**src/sv/spwm_pkg.sv**
```systemverilog
package spwm_pkg;

	localparam int TABLE_STEPS_DEF = 32;

	localparam int SAMPLE_W = 10;
	localparam int DUTY_W = 8;
	localparam int AMP_W = 10;
	localparam int CFG_IDX_W = 3;
	localparam int IN_TDATA_W = 32;
	localparam int OUT_TDATA_W = 32;

	localparam logic [AMP_W-1:0] AMP_MAX = 10'd900;
	localparam logic [AMP_W-1:0] AMP_MIN = 10'd500;

	// Duty is floor(entry * amplitude / 1000), taken as (amplitude * entry * RECIP) >> RECIP_SHIFT.
	localparam int RECIP = 268436;
	localparam int RECIP_SHIFT = 28;
	localparam int SCALED_W = 27;
	localparam int PROD_W = SCALED_W + AMP_W;

	localparam int HALF_POINTS = 16;
	localparam int FULL_POINTS = 32;

	typedef enum logic [1:0] {
		FAULT_NONE = 2'd0,
		FAULT_LOW_BATT = 2'd1,
		FAULT_TEMP = 2'd2
	} fault_t;

	typedef enum logic [CFG_IDX_W-1:0] {
		REG_BATTERY_LOW = 3'd0,
		REG_FAN_ON = 3'd1,
		REG_FAN_OFF = 3'd2,
		REG_OVER_TEMP = 3'd3,
		REG_OPEN_SENSOR = 3'd4,
		REG_VOLT_LOW = 3'd5,
		REG_VOLT_HIGH = 3'd6
	} reg_idx_t;

	function automatic int half_sine_base(input int idx);
		int v;
		case (idx)
			0: v = 0;
			1: v = 25;
			2: v = 49;
			3: v = 73;
			4: v = 96;
			5: v = 118;
			6: v = 139;
			7: v = 159;
			8: v = 177;
			9: v = 193;
			10: v = 208;
			11: v = 220;
			12: v = 231;
			13: v = 239;
			14: v = 245;
			15: v = 249;
			16: v = 250;
			default: v = 0;
		endcase
		return v;
	endfunction

	// Point q of the mirrored 32-point half sine, premultiplied by the reciprocal of 1000.
	function automatic logic [SCALED_W-1:0] scaled_point(input int q);
		int idx;
		idx = (q <= HALF_POINTS) ? q : FULL_POINTS - q;
		return SCALED_W'(half_sine_base(idx) * RECIP);
	endfunction

endpackage

```
**src/sv/sine_pwm_inverter_controller.sv**
```systemverilog
// Path: a beat accepted on the input is held in the input register, then its result is registered on the output.
// Throughput: one beat per cycle; the full tick update sits between the input register and
// the result register, and the input stalls only while both hold a beat and the result waits.
// Reset (arst_n low, asynchronous) clears the valid flags and the controller state,
// sets the amplitude to 900 thousandths and loads the limit registers with their defaults.
module sine_pwm_inverter_controller #(
	parameter int TABLE_STEPS = spwm_pkg::TABLE_STEPS_DEF
) (
	input  logic clk,
	input  logic arst_n,
	input  logic s_tvalid,
	output logic s_tready,
	// voltage_sample[9:0], battery_sample[19:10], temperature_sample[29:20],
	// switch_level[30], changeover_level[31]
	input  logic [spwm_pkg::IN_TDATA_W-1:0] s_tdata,
	output logic m_tvalid,
	input  logic m_tready,
	// pwm_leg_a[7:0], pwm_leg_b[15:8], dir_a[16], dir_b[17], relay_on[18],
	// buzzer_on[19], alarm_led[20], fan_on[21], fault_code[23:22], powered[24], zeros above
	output logic [spwm_pkg::OUT_TDATA_W-1:0] m_tdata,
	input  logic cfg_valid,
	output logic cfg_ready,
	input  logic [spwm_pkg::CFG_IDX_W-1:0] cfg_index,
	input  logic [spwm_pkg::SAMPLE_W-1:0] cfg_data
);
	import spwm_pkg::*;

	localparam int PHASE_W = (TABLE_STEPS > 1) ? $clog2(TABLE_STEPS) : 1;
	localparam logic [PHASE_W-1:0] PHASE_LAST = PHASE_W'(TABLE_STEPS - 1);

	logic [SCALED_W-1:0] scaled_tab [TABLE_STEPS];

	for (genvar g = 0; g < TABLE_STEPS; g++) begin : g_tab
		localparam int Q = ((g * FULL_POINTS) / TABLE_STEPS) % FULL_POINTS;
		assign scaled_tab[g] = scaled_point(Q);
	end

	logic [SAMPLE_W-1:0] batt_low_q, fan_on_lim_q, fan_off_lim_q, over_temp_q;
	logic [SAMPLE_W-1:0] open_sensor_q, volt_low_q, volt_high_q;

	logic valid_s1;
	logic [SAMPLE_W-1:0] volt_s1, batt_s1, temp_s1;
	logic sw_s1, chg_s1;

	logic [PHASE_W-1:0] phase_q;
	logic half_q;
	logic [AMP_W-1:0] amp_q;
	logic power_q, fault_q, drive_q, relay_q, buzzer_q, led_q, fan_q;
	fault_t kind_q;

	logic [PHASE_W-1:0] phase_d;
	logic half_d;
	logic [AMP_W-1:0] amp_d;
	logic power_d, fault_d, drive_d, relay_d, buzzer_d, led_d, fan_d;
	fault_t kind_d;
	logic [DUTY_W-1:0] leg_a_d, leg_b_d;
	logic dir_a_d, dir_b_d;
	logic [PROD_W-1:0] prod;
	logic [DUTY_W-1:0] duty;

	logic advance;

	assign advance = valid_s1 && (!m_tvalid || m_tready);
	assign s_tready = !valid_s1 || advance;
	assign cfg_ready = 1'b1;

	always_ff @(posedge clk or negedge arst_n) begin
		if (!arst_n) begin
			batt_low_q <= 10'd40;
			fan_on_lim_q <= 10'd80;
			fan_off_lim_q <= 10'd100;
			over_temp_q <= 10'd50;
			open_sensor_q <= 10'd200;
			volt_low_q <= 10'd100;
			volt_high_q <= 10'd115;
		end else if (cfg_valid) begin
			case (reg_idx_t'(cfg_index))
				REG_BATTERY_LOW: batt_low_q <= cfg_data;
				REG_FAN_ON: fan_on_lim_q <= cfg_data;
				REG_FAN_OFF: fan_off_lim_q <= cfg_data;
				REG_OVER_TEMP: over_temp_q <= cfg_data;
				REG_OPEN_SENSOR: open_sensor_q <= cfg_data;
				REG_VOLT_LOW: volt_low_q <= cfg_data;
				REG_VOLT_HIGH: volt_high_q <= cfg_data;
				default: ;
			endcase
		end
	end

	always_ff @(posedge clk or negedge arst_n) begin
		if (!arst_n) begin
			valid_s1 <= 1'b0;
		end else if (s_tready) begin
			valid_s1 <= s_tvalid;
		end
	end

	always_ff @(posedge clk) begin
		if (s_tvalid && s_tready) begin
			volt_s1 <= s_tdata[9:0];
			batt_s1 <= s_tdata[19:10];
			temp_s1 <= s_tdata[29:20];
			sw_s1 <= s_tdata[30];
			chg_s1 <= s_tdata[31];
		end
	end

	always_comb begin
		power_d = power_q;
		fault_d = fault_q;
		drive_d = drive_q;
		relay_d = relay_q;
		buzzer_d = buzzer_q;
		led_d = led_q;
		fan_d = fan_q;
		kind_d = kind_q;
		amp_d = amp_q;
		leg_a_d = '0;
		leg_b_d = '0;
		dir_a_d = 1'b0;
		dir_b_d = 1'b0;

		if (!sw_s1) begin
			if (!power_q) begin
				if (chg_s1 && !fault_q) begin
					relay_d = 1'b1;
					drive_d = 1'b1;
				end
				power_d = 1'b1;
			end
		end else if (power_q) begin
			drive_d = 1'b0;
			power_d = 1'b0;
			relay_d = 1'b0;
			fault_d = 1'b0;
		end

		if (power_d) begin
			if (batt_s1 <= batt_low_q) begin
				fault_d = 1'b1;
				drive_d = 1'b0;
				relay_d = 1'b0;
				buzzer_d = 1'b0;
				led_d = 1'b0;
				kind_d = FAULT_LOW_BATT;
			end
			if (temp_s1 <= fan_on_lim_q) begin
				fan_d = 1'b1;
			end
			if (temp_s1 > fan_off_lim_q) begin
				fan_d = 1'b0;
			end
			if (temp_s1 <= over_temp_q) begin
				fault_d = 1'b1;
				buzzer_d = 1'b1;
				led_d = 1'b1;
				relay_d = 1'b0;
				fan_d = 1'b1;
				drive_d = 1'b0;
				kind_d = FAULT_TEMP;
			end
			if (temp_s1 >= open_sensor_q) begin
				fault_d = 1'b1;
				buzzer_d = 1'b1;
				led_d = 1'b1;
				relay_d = 1'b0;
				drive_d = 1'b0;
				kind_d = FAULT_TEMP;
			end
		end

		if (phase_q == PHASE_LAST) begin
			phase_d = '0;
			half_d = !half_q;
		end else begin
			phase_d = phase_q + 1'b1;
			half_d = half_q;
		end

		prod = PROD_W'(amp_q) * PROD_W'(scaled_tab[phase_d]);
		duty = prod[RECIP_SHIFT +: DUTY_W];

		if (drive_d) begin
			if (half_d) begin
				leg_a_d = duty;
				dir_a_d = 1'b1;
			end else begin
				leg_b_d = duty;
				dir_b_d = 1'b1;
			end
			if (volt_s1 < volt_low_q) begin
				if (amp_q < AMP_MAX) begin
					amp_d = amp_q + 1'b1;
				end
			end else if (volt_s1 > volt_high_q) begin
				if (amp_q > AMP_MIN) begin
					amp_d = amp_q - 1'b1;
				end
			end
		end
	end

	always_ff @(posedge clk or negedge arst_n) begin
		if (!arst_n) begin
			phase_q <= '0;
			half_q <= 1'b0;
			amp_q <= AMP_MAX;
			power_q <= 1'b0;
			fault_q <= 1'b0;
			drive_q <= 1'b0;
			relay_q <= 1'b0;
			buzzer_q <= 1'b0;
			led_q <= 1'b0;
			fan_q <= 1'b0;
			kind_q <= FAULT_NONE;
		end else if (advance) begin
			phase_q <= phase_d;
			half_q <= half_d;
			amp_q <= amp_d;
			power_q <= power_d;
			fault_q <= fault_d;
			drive_q <= drive_d;
			relay_q <= relay_d;
			buzzer_q <= buzzer_d;
			led_q <= led_d;
			fan_q <= fan_d;
			kind_q <= kind_d;
		end
	end

	always_ff @(posedge clk or negedge arst_n) begin
		if (!arst_n) begin
			m_tvalid <= 1'b0;
		end else if (advance) begin
			m_tvalid <= 1'b1;
		end else if (m_tready) begin
			m_tvalid <= 1'b0;
		end
	end

	always_ff @(posedge clk) begin
		if (advance) begin
			m_tdata <= {7'd0, power_d, kind_d, fan_d, led_d, buzzer_d, relay_d,
				dir_b_d, dir_a_d, leg_b_d, leg_a_d};
		end
	end

`ifndef SYNTHESIS
	a_amp_range: assert property (@(posedge clk) disable iff (!arst_n)
		amp_q >= AMP_MIN && amp_q <= AMP_MAX)
		else $error("Amplitude left its regulation window.");

	a_one_leg: assert property (@(posedge clk) disable iff (!arst_n)
		m_tvalid |-> !(m_tdata[16] && m_tdata[17]))
		else $error("Both low-side enables are set in one beat.");

	a_drive_powered: assert property (@(posedge clk) disable iff (!arst_n)
		drive_q |-> power_q && relay_q)
		else $error("Drive is enabled without power or relay.");

	a_phase_range: assert property (@(posedge clk) disable iff (!arst_n)
		phase_q <= PHASE_LAST)
		else $error("Phase index ran past the last table step.");
`endif

endmodule
```
**config.mk**
```make
export PLATFORM = sky130hd
export DESIGN_NAME = sine_pwm_inverter_controller
export DESIGN_NICKNAME = d
export VERILOG_FILES = /design/src/sv/spwm_pkg.sv /design/src/sv/sine_pwm_inverter_controller.sv
export SDC_FILE = /design/constraint.sdc
export NUM_CORES = 1
export LEC_CHECK = 0
export BUFFER_PORTS_ARGS = -buffer_cell sky130_fd_sc_hd__buf_2
export CORE_ASPECT_RATIO = 1.1
export CORE_UTILIZATION = 65
export DETAILED_ROUTE_END_ITERATION = 10
export PLACE_DENSITY_LB_ADDON = 0.1
export REMOVE_ABC_BUFFERS = 1
export SYNTH_ARGS = -nofsm -noshare
export SYNTH_HDL_FRONTEND = slang
export SYNTH_SLANG_ARGS = --single-unit
export TNS_END_PERCENT = 10
```
**constraint.sdc**
```tcl
create_clock -name clk -period 20.6 [get_ports clk]
set_input_delay 4.12 -clock clk [delete_from_list [all_inputs] [get_ports clk]]
set_output_delay 4.12 -clock clk [all_outputs]
set_load 0.05 [all_outputs]
```
==> key figures <==
Outcome
  – Status: complete, no violations

Yosys
  – Netlist cell types: 81
  – Area leader, netlist: fa_1
  – Syn Area/Cell: 9.37 um2
  – Share of flip-flops with an asynchronous set or reset: 63.0%
  – Sequential element share of the synthesized area: 25.4%
  – Cell Area, Synth: around 0.016 mm2
  – Synth Register Bits: 154
  – Top post-synthesis cells by area: fa_1 (22%), ha_1 (12%), dfrtp_1 (11%)
  – Yosys warns: 0
  – Synth top cells by count: inv_1 (262), nand2_1 (243), fa_1 (181)
  – Count leader, synth: inv_1
  – Top_reg_cell synth: dfrtp_1
  – Post-synth EDFFs: 57
  – Post-Syn Instances: between 1500 and 2000
  – Post-synth top area share: about 22%

Detailed routing
  – Vias/cell: roughly 6.0
  – Antenna-violating nets left: 0
  – Vias: 12700
  – Final WL: ~40000 um
  – DRT Pass-1 Iters: 7
  – DR DRC count: 0
  – DRT iter0 DRCs: just under 900
  – Drt wl/cell: 19.0 um

Power
  – VDD IR-drop max: approximately 0.081 mV
  – Lkg Pwr: roughly 8.8 nW
  – Pwr Density: 118 mW/mm2

Clock network
  – Skew-Pair Late Insertion Delay: 440 ps
  – CTS tree: built
  – Htree depth: 4
  – CTS clk-pin slew, worst paths: 80 ps
  – CTS Buf Count: 17
  – CTS Buffer Depth: 2
  – Hold buffer count at cts: 0
  – Clock sink count: 154
  – Setup bufs post-CTS: 0
  – Post-CTS sizing: 0
  – Root Driver: clkbuf_16

Worst hold path
  – Hold crit path type: flop to flop

Global route
  – Initial antenna violation count: 0
  – Global-route wire length before repair: approximately 67000 um
  – Vias in the first global route: 13500
  – Total Routing Usage GR: around 33%
  – Gr ovfl total: 0
  – Largest net degree at the start of global routing: 69

Floorplan
  – Chip Width: 154 um
  – Core area: between 0.02 and 0.025 mm2
  – # rows: 60
  – Io pins: 85
  – Initial Util: 66.7%
  – Die area: between 0.02 and 0.03 mm2
  – Die Ht: 169 um

Timing
  – Pins Over Slew Limit: 0
  – Rel. slew slack: 13.2%
  – # setup viols final: 0
  – RSZ-0062 raised after global routing: false
  – Minimum clock period: 9050 ps
  – Fin Hold WS: 487 ps
  – Slew @ Worst Pin: 1300 ps
  – Total negative slack: 0 ps
  – Final hold viol count: 0
  – Max Freq: 110 MHz
  – Final period utilization: 43.9%
  – Clock skew: 21.1 ps

Final layout
  – Nets@finish: 2171
  – # diodes: 0
  – Syn-to-layout area delta: 7.32%
  – Non-filler cells, final: ~2100
  – Layout cells sized above 1: 12.3%

Critical path
  – Worst Path Arrival: 9240 ps
  – R2R setup slack: 11550 ps
  – Slowest cell on the critical path: a311oi_2
  – CP startpoint kind: flop
  – CP endpoint kind: flop
  – Most common cell type on the critical path: fa_1
  – Crit Path Category: flop to flop
  – Slowest stage delay, CP: approximately 860 ps
  – Worst-path fanout max: 38
  – Data required time of the worst path: 20790 ps

Run
  – Max-cap violation count: 0

Placement
  – Port bufs: 76
  – Placed instance count: 2080
  – Routability cong.: 0.926
  – Hpwl dp: 29600 um
## where the power goes
| part | internal [mW] | switching [mW] |
|---|---|---|
| registers | 0.379 | 0.0562 |
| clock network | 0.164 | 0.157 |
| logic | 0.448 | 0.880 |
| total | 0.991 | 1.09 |
## state kept, by name, indices dropped and copies added (netlist names), 5 cells and up
register / cells
volt_low_q: 10
fan_off_lim_q: 10
batt_s1: 10
volt_high_q: 10
open_sensor_q: 10
m_tdata: 25
volt_s1: 10
phase_q: 5
fan_on_lim_q: 10
batt_low_q: 10
temp_s1: 10
over_temp_q: 10
amp_q: 10
## final timing paths
path	start	end	cells after the start
worst max-delay path	phase_q[0]	m_tdata[6]	27
worst min-delay path	half_q	half_q	1
worst max register to register	phase_q[0]	m_tdata[6]	27
worst min register to register	half_q	half_q	1
max in group asynchronous	arst_n	open_sensor_q[5]	2
min in group asynchronous	arst_n	volt_low_q[0]	1
## kinds of logic (layout without fill, tap and decap cells)
kind of cell               count (synthesis)  in the layout  synth area share, %
muxes                                     45             45                 3.22
DFF                                      154            154                 25.4
adders and majority gates                332            332                 33.6
other                                      2              8               0.0458
and+or+nand+nor                          551            551                 16.5
AOI/OAI and AO/OA                        294            294                 11.5
buffers and inverters                    347            391                 8.28
xor gates and xnor gates                  27             27                 1.44
## cell usage in the layout (no fill, tap or decap), drive strengths merged, types with 37 or more instances in the layout
cell	count
nand2	243
nor2	63
fa	181
o21ai	108
inv	269
edfxtp	57
buf	97
ha	151
dfrtp	72
mux2	37
and2	104
a21oi	59
## per-stage QoR
stage	power [mW]	util [%]	cell area (um2)	setup WS (ps)
2_1_floorplan	1.32	-	16100	11880
3_3_place_gp	1.70	69.1	17000	11760
3_5_place_dp	1.74	69.1	17000	11610
4_1_cts	2.07	71.5	17600	11590
5_1_grt	2.26	71.5	17600	11040
6_report	2.08	71.5	17600	11550
## area by class of cell
class / instances / area [um2]
Clock buffer: 17 / 425
Clock inverter: 15 / 175
Fill cell: 1898 / 7010
Inverter: 262 / 983
Multi-Input combinational cell: 1257 / 10900
Sequential cell: 154 / 4170
Tap cell: 310 / 388
Timing Repair Buffer: 97 / 541
## worst max-delay path, delay by kind of cell, from the launching register on
kind                     cells  cell delay, ps
AO/OA/AOI/OAI                9            2870
adder cells (fa/ha/maj)      8            3850
buffers and inverters        4             480
flip-flops                   1             600
AND/OR/NAND/NOR              6            1040
## routing by layer
metal  vias to the layer above  track usage, %  routed length [um]
li1                       5803               -                   -
met1                      6282            40.2               15400
met2                       459            59.1               20900
met3                       117            4.38                2060
met4                         0            16.6                1760
met5                         -               0                   0
(Power assumes the default switching activity.)
